--- config.mk ---
export PLATFORM = sky130hd
export DESIGN_NAME = signed_file_checksum_unit_flat
export DESIGN_NICKNAME = d
export VERILOG_FILES = /design/src/hdl/sfc_pkg.sv /design/src/hdl/sfc_if.sv /design/src/hdl/sfc_front.sv /design/src/hdl/sfc_queue.sv /design/src/hdl/sfc_back.sv /design/src/hdl/signed_file_checksum_unit.sv /design/src/flat_wrapper.sv
export SDC_FILE = /design/constraint.sdc
export NUM_CORES = 1
export LEC_CHECK = 0
export ABC_AREA = 1
export BUFFER_PORTS_ARGS = -buffer_cell sky130_fd_sc_hd__buf_2
export CELL_PAD_IN_SITES_DETAIL_PLACEMENT = 0
export CELL_PAD_IN_SITES_GLOBAL_PLACEMENT = 1
export CORE_UTILIZATION = 45
export DETAILED_ROUTE_END_ITERATION = 12
export GPL_TIMING_DRIVEN = 0
export PLACE_DENSITY = 0.83
export SLEW_MARGIN = 30
export SYNTH_ARGS = -nofsm -noshare
export SYNTH_HDL_FRONTEND = slang
export SYNTH_SLANG_ARGS = --single-unit
--- constraint.sdc ---
create_clock -name clk -period 5.4 [get_ports clk]
set_input_delay 0.54 -clock clk [delete_from_list [all_inputs] [get_ports clk]]
set_output_delay 0.54 -clock clk [all_outputs]
set_load 0.01 [all_outputs]
--- src/hdl/sfc_pkg.sv ---
`timescale 1ns / 1ps

package sfc_pkg;

	// Widths fixed by the item and result formats.
	localparam int HASH_W  = 31;
	localparam int VALUE_W = 32;
	localparam int LEN_W   = 6;

	// Signature line geometry.
	localparam int SIG_LEN      = 37;
	localparam int LINE_CAP     = 40;
	localparam int PREFIX_LEN   = 14;
	localparam int HEX_END      = 22;
	localparam int TAG_END      = 34;

	// Depth of the queue between the front and the back.
	localparam int QUEUE_DEPTH = 4;
	localparam int QUEUE_AW    = $clog2(QUEUE_DEPTH);

	// Item codes carried by the action field.
	localparam logic ACT_BYTE = 1'b0;
	localparam logic ACT_EOF  = 1'b1;

	// One classified item as it travels from the front to the back.
	typedef struct packed {
		logic       is_eof;
		logic       bin_mode;
		logic [7:0] data;
		logic       is_binary;
		logic       is_newline;
		logic       is_hex;
		logic [3:0] hex_val;
		logic       is_space;
		logic       is_blank;
	} sfc_entry_t;

	// Push request from the front into the queue.
	typedef struct packed {
		logic       push;
		sfc_entry_t entry;
	} sfc_push_t;

endpackage

--- src/hdl/sfc_if.sv ---
`timescale 1ns / 1ps

// Input channel: one file byte or an end-of-file mark per transfer.
interface sfc_item_if;
	logic       valid;
	logic       ready;
	logic       action;
	logic [7:0] data_byte;

	modport source (output valid, output action, output data_byte, input ready);
	modport sink (input valid, input action, input data_byte, output ready);
endinterface

// Result channel: one result per end-of-file mark.
interface sfc_result_if;
	logic                       valid;
	logic                       ready;
	logic [sfc_pkg::HASH_W-1:0] checksum;
	logic                       signature_found;
	logic [sfc_pkg::VALUE_W-1:0] signed_value;
	logic                       checksum_mismatch;
	logic                       binary_detected;

	modport source (output valid, output checksum, output signature_found,
		output signed_value, output checksum_mismatch, output binary_detected,
		input ready);
	modport sink (input valid, input checksum, input signature_found,
		input signed_value, input checksum_mismatch, input binary_detected,
		output ready);
endinterface

// Configuration write channel for the binary_mode register.
interface sfc_cfg_if;
	logic valid;
	logic ready;
	logic data;

	modport source (output valid, output data, input ready);
	modport sink (input valid, input data, output ready);
endinterface

--- src/hdl/sfc_front.sv ---
`timescale 1ns / 1ps

module sfc_front (
	input  logic              clk,
	input  logic              arst_n,
	sfc_item_if.sink          item,
	sfc_cfg_if.sink           cfg,
	input  logic              queue_full,
	output sfc_pkg::sfc_push_t push_o
);
	import sfc_pkg::*;

	logic       binary_mode_q;
	logic [7:0] c;

	// The mode register takes every configuration transfer.
	assign cfg.ready = 1'b1;

	always_ff @(posedge clk or negedge arst_n) begin
		if (!arst_n) begin
			binary_mode_q <= 1'b0;
		end else if (cfg.valid) begin
			binary_mode_q <= cfg.data;
		end
	end

	// An item is taken whenever the queue has room.
	assign item.ready = !queue_full;
	assign c = item.data_byte;

	// Classify the byte independently of any line state.
	always_comb begin
		push_o.push             = item.valid && !queue_full;
		push_o.entry.is_eof     = (item.action == ACT_EOF);
		push_o.entry.bin_mode   = binary_mode_q;
		push_o.entry.data       = c;
		push_o.entry.is_binary  = (c < 8'd7) || (c[7] && c != 8'ha9 && c != 8'hb8);
		push_o.entry.is_newline = (c == 8'h0a);
		push_o.entry.is_space   = (c == 8'h20) || (c >= 8'd9 && c <= 8'd13);
		push_o.entry.is_blank   = (c == 8'h20);
		push_o.entry.is_hex     = 1'b1;
		push_o.entry.hex_val    = 4'd0;
		priority if (c >= "0" && c <= "9") begin
			push_o.entry.hex_val = c[3:0];
		end else if ((c >= "a" && c <= "f") || (c >= "A" && c <= "F")) begin
			push_o.entry.hex_val = c[3:0] + 4'd9;
		end else begin
			push_o.entry.is_hex = 1'b0;
		end
	end
endmodule

--- src/hdl/sfc_queue.sv ---
`timescale 1ns / 1ps

module sfc_queue (
	input  logic               clk,
	input  logic               arst_n,
	input  sfc_pkg::sfc_push_t push_i,
	output logic               full,
	output logic               empty,
	input  logic               pop,
	output sfc_pkg::sfc_entry_t head
);
	import sfc_pkg::*;

	sfc_entry_t              mem_q [QUEUE_DEPTH];
	logic [QUEUE_AW-1:0]     wr_ptr_q;
	logic [QUEUE_AW-1:0]     rd_ptr_q;
	logic [QUEUE_AW:0]       count_q;
	logic                    do_push;
	logic                    do_pop;

	assign full    = (count_q == (QUEUE_AW + 1)'(QUEUE_DEPTH));
	assign empty   = (count_q == '0);
	assign do_push = push_i.push && !full;
	assign do_pop  = pop && !empty;
	assign head    = mem_q[rd_ptr_q];

	// Entry storage.
	always_ff @(posedge clk) begin
		if (do_push) begin
			mem_q[wr_ptr_q] <= push_i.entry;
		end
	end

	// Pointers and fill count.
	always_ff @(posedge clk or negedge arst_n) begin
		if (!arst_n) begin
			wr_ptr_q <= '0;
			rd_ptr_q <= '0;
			count_q  <= '0;
		end else begin
			if (do_push) begin
				wr_ptr_q <= wr_ptr_q + 1'b1;
			end
			if (do_pop) begin
				rd_ptr_q <= rd_ptr_q + 1'b1;
			end
			if (do_push && !do_pop) begin
				count_q <= count_q + 1'b1;
			end else if (do_pop && !do_push) begin
				count_q <= count_q - 1'b1;
			end
		end
	end
endmodule

--- src/hdl/sfc_back.sv ---
`timescale 1ns / 1ps

module sfc_back (
	input  logic                clk,
	input  logic                arst_n,
	input  logic                empty,
	input  sfc_pkg::sfc_entry_t head,
	output logic                pop,
	sfc_result_if.source        result
);
	import sfc_pkg::*;

	localparam logic [7:0] PREFIX [PREFIX_LEN] = '{
		"/", "*", " ", "S", "i", "g", "n", "a", "t", "u", "r", "e", ":", " "
	};

	// One step of the shift-register hash.
	function automatic logic [HASH_W-1:0] mix(input logic [HASH_W-1:0] h,
		input logic [7:0] b);
		logic [HASH_W-1:0] r;
		r = {25'd0, h[30:25]}
			^ {h[24:0], 6'd0}
			^ {3'd0, h[24:0], 3'd0}
			^ {23'd0, b};
		return r;
	endfunction

	logic [HASH_W-1:0]  full_q, text_q, start_q;
	logic [LEN_W-1:0]   len_q;
	logic               match_q, seen_q, aborted_q;
	logic [VALUE_W-1:0] value_q;

	logic [HASH_W-1:0]  full_n, text_n, start_n, text_mixed;
	logic [LEN_W-1:0]   len_n;
	logic               match_n, seen_n, aborted_n, ok;
	logic [VALUE_W-1:0] value_n;

	logic                     out_valid_q;
	logic [HASH_W-1:0]        out_sum_q;
	logic                     out_found_q;
	logic [VALUE_W-1:0]       out_value_q;
	logic                     out_mismatch_q;
	logic                     out_binary_q;
	logic                     load_result;

	// End of file waits only while an older result is still untaken.
	assign pop = !empty && (!head.is_eof || !out_valid_q || result.ready);
	assign load_result = pop && head.is_eof;
	assign text_mixed = mix(text_q, head.data);

	// Per-byte state update.
	always_comb begin
		full_n    = mix(full_q, head.data);
		text_n    = text_q;
		start_n   = start_q;
		len_n     = len_q;
		match_n   = match_q;
		seen_n    = seen_q;
		aborted_n = aborted_q;
		value_n   = value_q;
		ok        = 1'b1;
		if (!head.bin_mode && !aborted_q) begin
			if (head.is_binary) begin
				aborted_n = 1'b1;
			end else begin
				text_n = text_mixed;
				if (!seen_q) begin
					if (head.is_newline) begin
						if (len_q == LEN_W'(SIG_LEN) && match_q) begin
							seen_n = 1'b1;
							text_n = start_q;
						end
						start_n = (len_q == LEN_W'(SIG_LEN) && match_q) ? start_q : text_mixed;
						len_n   = '0;
						match_n = 1'b1;
					end else if (len_q < LEN_W'(LINE_CAP)) begin
						priority if (len_q < LEN_W'(PREFIX_LEN)) begin
							ok = (head.data == PREFIX[len_q[3:0]]);
						end else if (len_q < LEN_W'(HEX_END)) begin
							ok = head.is_hex;
							if (head.is_hex) begin
								value_n = {value_q[VALUE_W-5:0], head.hex_val};
							end
						end else if (len_q == LEN_W'(HEX_END)) begin
							ok = head.is_blank;
						end else if (len_q < LEN_W'(TAG_END)) begin
							ok = !head.is_space;
						end else begin
							ok = 1'b1;
						end
						if (!ok) begin
							match_n = 1'b0;
						end
						len_n = len_q + 1'b1;
					end
				end
			end
		end
	end

	// File state; end of file returns it to the start values.
	always_ff @(posedge clk or negedge arst_n) begin
		if (!arst_n) begin
			full_q    <= HASH_W'(1);
			text_q    <= HASH_W'(1);
			start_q   <= HASH_W'(1);
			len_q     <= '0;
			match_q   <= 1'b1;
			value_q   <= '0;
			seen_q    <= 1'b0;
			aborted_q <= 1'b0;
		end else if (pop) begin
			if (head.is_eof) begin
				full_q    <= HASH_W'(1);
				text_q    <= HASH_W'(1);
				start_q   <= HASH_W'(1);
				len_q     <= '0;
				match_q   <= 1'b1;
				value_q   <= '0;
				seen_q    <= 1'b0;
				aborted_q <= 1'b0;
			end else begin
				full_q    <= full_n;
				text_q    <= text_n;
				start_q   <= start_n;
				len_q     <= len_n;
				match_q   <= match_n;
				value_q   <= value_n;
				seen_q    <= seen_n;
				aborted_q <= aborted_n;
			end
		end
	end

	// Result valid flag.
	always_ff @(posedge clk or negedge arst_n) begin
		if (!arst_n) begin
			out_valid_q <= 1'b0;
		end else if (load_result) begin
			out_valid_q <= 1'b1;
		end else if (result.ready) begin
			out_valid_q <= 1'b0;
		end
	end

	// Result payload, formed from the state before it is cleared.
	always_ff @(posedge clk) begin
		if (load_result) begin
			if (head.bin_mode || aborted_q) begin
				out_sum_q      <= full_q;
				out_found_q    <= 1'b0;
				out_value_q    <= '0;
				out_mismatch_q <= 1'b0;
				out_binary_q   <= !head.bin_mode && aborted_q;
			end else begin
				out_sum_q      <= text_q;
				out_found_q    <= seen_q;
				out_value_q    <= seen_q ? value_q : '0;
				out_mismatch_q <= seen_q && ({1'b0, text_q} != value_q);
				out_binary_q   <= 1'b0;
			end
		end
	end

	assign result.valid             = out_valid_q;
	assign result.checksum          = out_sum_q;
	assign result.signature_found   = out_found_q;
	assign result.signed_value      = out_value_q;
	assign result.checksum_mismatch = out_mismatch_q;
	assign result.binary_detected   = out_binary_q;
endmodule

--- src/hdl/signed_file_checksum_unit.sv ---
`timescale 1ns / 1ps

// Signed file checksum unit. Each item transfer carries one file byte or an
// end-of-file mark; the unit takes one item per clock cycle for as long as the
// result side keeps up. An item is written into the four-entry queue at its
// transfer and is taken from the queue head by the hash engine, which loads
// the checksum result into the result register at an end-of-file mark. The
// only throttle is the result register: an end-of-file mark waits in the queue
// while the previous result is still untaken, and the queue fills behind it.
// binary_mode is sampled with each item and must be written only while the
// unit is idle. Reset clears the control and file state at once, but not the
// queue storage or the result payload; there is no clearing pass.
module signed_file_checksum_unit (
	input  logic       clk,
	input  logic       arst_n,
	sfc_item_if.sink   item,
	sfc_cfg_if.sink    cfg,
	sfc_result_if.source result
);
	import sfc_pkg::*;

	sfc_push_t  push;
	sfc_entry_t head;
	logic       queue_full;
	logic       queue_empty;
	logic       pop;

	// Front: accepts items and classifies bytes.
	sfc_front u_front (
		.clk       (clk),
		.arst_n    (arst_n),
		.item      (item),
		.cfg       (cfg),
		.queue_full(queue_full),
		.push_o    (push)
	);

	// Queue between the front and the hash engine.
	sfc_queue u_queue (
		.clk   (clk),
		.arst_n(arst_n),
		.push_i(push),
		.full  (queue_full),
		.empty (queue_empty),
		.pop   (pop),
		.head  (head)
	);

	// Back: hashes, searches for the signature line and reports.
	sfc_back u_back (
		.clk   (clk),
		.arst_n(arst_n),
		.empty (queue_empty),
		.head  (head),
		.pop   (pop),
		.result(result)
	);
endmodule

--- src/flat_wrapper.sv ---
// flat-port wrapper written by rule: the top's interface ports become plain ports
module signed_file_checksum_unit_flat import sfc_pkg::*;
  (clk, arst_n, item_valid, item_action, item_data_byte, item_ready, cfg_valid, cfg_data, cfg_ready, result_valid, result_checksum, result_signature_found, result_signed_value, result_checksum_mismatch, result_binary_detected, result_ready);
  sfc_item_if item_i ();
  sfc_cfg_if cfg_i ();
  sfc_result_if result_i ();
  input  logic clk;
  input  logic arst_n;
  input wire logic [$bits(item_i.valid)-1:0] item_valid;
  input wire logic [$bits(item_i.action)-1:0] item_action;
  input wire logic [$bits(item_i.data_byte)-1:0] item_data_byte;
  output wire logic [$bits(item_i.ready)-1:0] item_ready;
  input wire logic [$bits(cfg_i.valid)-1:0] cfg_valid;
  input wire logic [$bits(cfg_i.data)-1:0] cfg_data;
  output wire logic [$bits(cfg_i.ready)-1:0] cfg_ready;
  output wire logic [$bits(result_i.valid)-1:0] result_valid;
  output wire logic [$bits(result_i.checksum)-1:0] result_checksum;
  output wire logic [$bits(result_i.signature_found)-1:0] result_signature_found;
  output wire logic [$bits(result_i.signed_value)-1:0] result_signed_value;
  output wire logic [$bits(result_i.checksum_mismatch)-1:0] result_checksum_mismatch;
  output wire logic [$bits(result_i.binary_detected)-1:0] result_binary_detected;
  input wire logic [$bits(result_i.ready)-1:0] result_ready;
  assign item_i.valid = item_valid;
  assign item_i.action = item_action;
  assign item_i.data_byte = item_data_byte;
  assign item_ready = item_i.ready;
  assign cfg_i.valid = cfg_valid;
  assign cfg_i.data = cfg_data;
  assign cfg_ready = cfg_i.ready;
  assign result_valid = result_i.valid;
  assign result_checksum = result_i.checksum;
  assign result_signature_found = result_i.signature_found;
  assign result_signed_value = result_i.signed_value;
  assign result_checksum_mismatch = result_i.checksum_mismatch;
  assign result_binary_detected = result_i.binary_detected;
  assign result_i.ready = result_ready;
  signed_file_checksum_unit u_core (.clk(clk), .arst_n(arst_n), .item(item_i), .cfg(cfg_i), .result(result_i));
endmodule
==> summary.md <==
| Metric | Value |
|---|---|
| Nets | 1,649 |
| PD cells | 657 mW/mm2 |
| Post-Synthesis Cells | 1,497 |
| Terminus of the critical flop-to-flop path | u_core.u_queue.count_q[2] |
| Combinational Power Share | 44.0% |
| GPL Wtd Cong | 0.910 |
| GR Overflow Total | 0 |
| Post-route cell area | 0.0157 mm2 |
| FMAX | 315 MHz |
| Post-route insts no fill | 2,029 |
| First-pass GRT wire length | 54,500 um |
| Worst skew pair latency | 0.56 ns |
| Vias in the first global route | 9,898 |
| Sequential power share | 35.1% |
| DRC | 0 |
| Pin count of the biggest net entering global routing | 84 |
| Pins Over Slew Limit | 0 |
| Setup crit start kind | flop |
| Total CTS buffers | 30 |
| Initial Util | 45.8% |
| Antenna viol nets, final | 0 |
| Antenna cells | 0 |
| Post-CTS Resized | 0 |
| Post-Synth Simple-Gate Area | 19.6% |
| Dpl cell area | 0.0146 mm2 |
| Post-synthesis sequential area ratio | 57.7% |
| Cell area after synthesis | 0.0136 mm2 |
| First-pass DRT Iterations | 5 |
| DP HPWL | 25,000 um |
| Avg Synthesized Cell Area | 9.09 um2 |
| I/O pin total | 84 |
| Post-Place Cells | 1,972 |
| Multiplexer area fraction after synthesis | 0.156% |
| Post-synthesis compound-gate area fraction | 8.22% |
| Die area | 0.0309 mm2 |
| Unique masters post-synth | 47 |
| Xor/xnor share of the synthesized area | 5.28% |
| Sw power | 4.43 mW |
| Worst hold start | cfg_data |
| Port Buf Inserts | 82 |
| Synth top area share | 31.3% |
| Largest family of logic cells by synthesized area | simple AND/OR/NAND/NOR gates |
| Type of the tightest min-delay check | in2reg |
| Peak supply drop | 327 uV |
| H-tree levels | 1 |
| Setup violators final | 0 |
| Clock sink count | 285 |
| Initial antenna violation count | 0 |
| Reg clk slew, reported paths | 0.06 ns |
| Area leader, netlist | edfxtp_1 |
| Synth warn | 0 |
| Critical path arrival | 3.60 ns |
| Routed WL per cell | 17.1 um |
| Final Skew | 0.0209 ns |
| CTS tree | yes |
| Via density | 5.12 |
| Outcome | completed |
| CORE AREA | 0.0297 mm2 |
| Final WS setup | 2.22 ns |
| Dpl ws | 2.33 ns |
| Layout cell share with drive strength beyond 1 | 11.4% |
| Tmin final | 3.18 ns |
| Cell with the most instances after synthesis | nand2_1 |
| Total number of vias | 10.4k |
| Critical Path RT | 5.82 ns |
| Die H | 176 um |
| # rows | 63 |
| Final Hold Vio Count | 0 |
| Cells on worst reg2reg path | 15 |
| DR iter-0 viols | 798 |
| Hold Path End | u_core.u_front.binary_mode_q |
| Die width | 176 um |
| Syn_nets | 1,531 |
| Clk root buf | clkbuf_16 |
| Hold depth | 2 |
| CP Class | reg2reg |
| Final total power | 10.3 mW |
| Tcrit/Tclk final | 58.9% |
| Crit Path Max Fanout | 10 |
| Adder-Cell Fraction of Synth Area | 1.80% |
| Number of synthesized flops with an enable pin | 142 |
| Post-Route WL | 34,700 um |
| RSZ-0062 raised after global routing | false |
| Fraction of registers with async set/reset | 50.2% |
| Clock Tree Buf Depth | 3 |
| Rel. slew slack | 48.1% |
| Register bit total from synthesis | 285 |
| CP Capture Type | flop |
| Area contributors post-synth | edfxtp_1, dfrtp_1, nand2_1 |
| Main synth FF type | edfxtp_1 |
| Worst Tran Pin Value | 0.772 ns |
| Max-cap viol count | 0 |
| GRT Resource Usage Total | 22.9% |
| Layout area overhead | 15.2% |
| R2R Setup Slk | 2.22 ns |
| Total leakage power | 6.91 nW |
| Internal power | 5.87 mW |
| Setup tns final | 0 ns |
| Critical R2R Launch | u_core.u_queue.rd_ptr_q[0] |
| Switching part of the total | 43.0% |
| Synth top cells by count | nand2_1, inv_1, edfxtp_1 |
| Clock power frac | 20.9% |
-- placed cells by master (no fill, tap or decap), drive strengths merged, types with 3 or more instances in the layout --
master / count
buf: 122
nand3: 92
o21bai: 3
nand2: 443
xor2: 32
a21oi: 15
o22ai: 19
edfxtp: 142
inv: 180
o21ai: 163
nor4: 4
dfrtp: 139
clkbuf: 67
nor2: 98
ha: 18
clkinv: 14
xnor2: 50
nand4: 5
bufinv: 5
dfstp: 4
nor3: 5
o211ai: 4
-- routing by layer --
layer  up-vias  global-route usage (%)  part of all wire (%)  wire, um
li1       5070                       -                     -         -
met1      4954                    30.3                    43     15000
met2       281                    38.7                    48     16700
met3        77                    2.45                   4.5      1580
met4         0                    8.88                   4.1      1430
met5         -                       0                     0         0
-- final cells by class --
class,instances,area (um2)
clock inverter,18,225
fill,2693,14000
inverter,181,681
tap,390,488
clock buffer,38,811
multi-input combinational,965,4810
timing repair buffer,86,513
buffer,66,308
sequential,285,7850
-- worst max path at each step --
stage                          startpoint                               endpoint  slack, ns  depth (start not counted)
6_report       u_core.u_queue.rd_ptr_q[0]              u_core.u_queue.count_q[2]       2.22                         15
5_1_grt        u_core.u_queue.rd_ptr_q[0]              u_core.u_queue.count_q[2]       1.95                         15
4_1_cts        u_core.u_queue.rd_ptr_q[0]              u_core.u_queue.count_q[2]       2.27                         15
3_5_place_dp   u_core.u_queue.rd_ptr_q[0]              u_core.u_queue.count_q[2]       2.33                         15
3_3_place_gp   u_core.u_queue.rd_ptr_q[0]  u_core.u_back.result.signed_value[25]      -0.25                          7
2_1_floorplan  u_core.u_queue.rd_ptr_q[0]   u_core.u_back.result.binary_detected       1.05                          7
-- metrics by stage --
step                      hold slack [ns]  util, %
after global routing                0.222     52.8
final                               0.228     52.8
after CTS                           0.213     52.8
after detailed placement            0.468     49.2
after floorplan                     0.244        -
after global placement              0.463     48.8
-- worst max-delay path, stage by stage (launching register included) --
cell	delay, ns
dfrtp_1	0.35
buf_4	0.17
inv_2	0.10
nand2_1	0.06
nand3_1	0.10
nand2_4	0.13
nand2_2	0.11
nand2_4	0.11
inv_2	0.16
buf_1	0.57
ha_1	0.26
inv_1	0.08
fa_1	0.39
a21oi_1	0.16
o21ai_0	0.12
xor2_1	0.16
-- power groups by stage --
stage / clock, mW / combinational [mW] / sequential (mW)
after CTS: 2.18 / 4.54 / 3.62
final: 2.15 / 4.54 / 3.61
after detailed placement: 0 / 4.52 / 3.66
after global routing: 2.26 / 5.04 / 3.69
after global placement: 0 / 4.35 / 3.68
after floorplan: 0 / 2.84 / 3.69
-- sequential cells by signal, indices dropped and copies added (netlist names) --
signal and count:
u_core.u_back.len_q 6, u_core.u_back.full_q 31, u_core.u_queue.wr_ptr_q 2, u_core.u_back.match_q 1, u_core.u_front.binary_mode_q 1, u_core.u_queue.rd_ptr_q 2
u_core.u_back.result.checksum 31, u_core.u_back.start_q 31, u_core.u_back.result.valid 1, u_core.u_back.text_q 31, u_core.u_back.result.binary_detected 1, u_core.u_back.aborted_q 1
u_core.u_queue.count_q 3, u_core.u_back.result.signed_value 32, u_core.u_back.result.checksum_mismatch 1, u_core.u_back.value_q 32, u_core.u_queue.mem_q 76, u_core.u_back.seen_q 1
u_core.u_back.result.signature_found 1
-- logic make-up after synthesis --
group	Yosys count
AND/OR/NAND/NOR	650
flip-flops	285
buffers and inverters	247
AO/OA/AOI/OAI	211
XOR/XNOR	82
adder cells (fa/ha/maj)	19
multiplexers	2
other	1
-- what timing repair did --
item,4_1_cts,5_1_grt
endpoints found under the hold margin,59,0
setup buffers,0,0
endpoints found under the setup margin,0,0
hold buffers,1,0
Power figures use the tool's default switching activity.
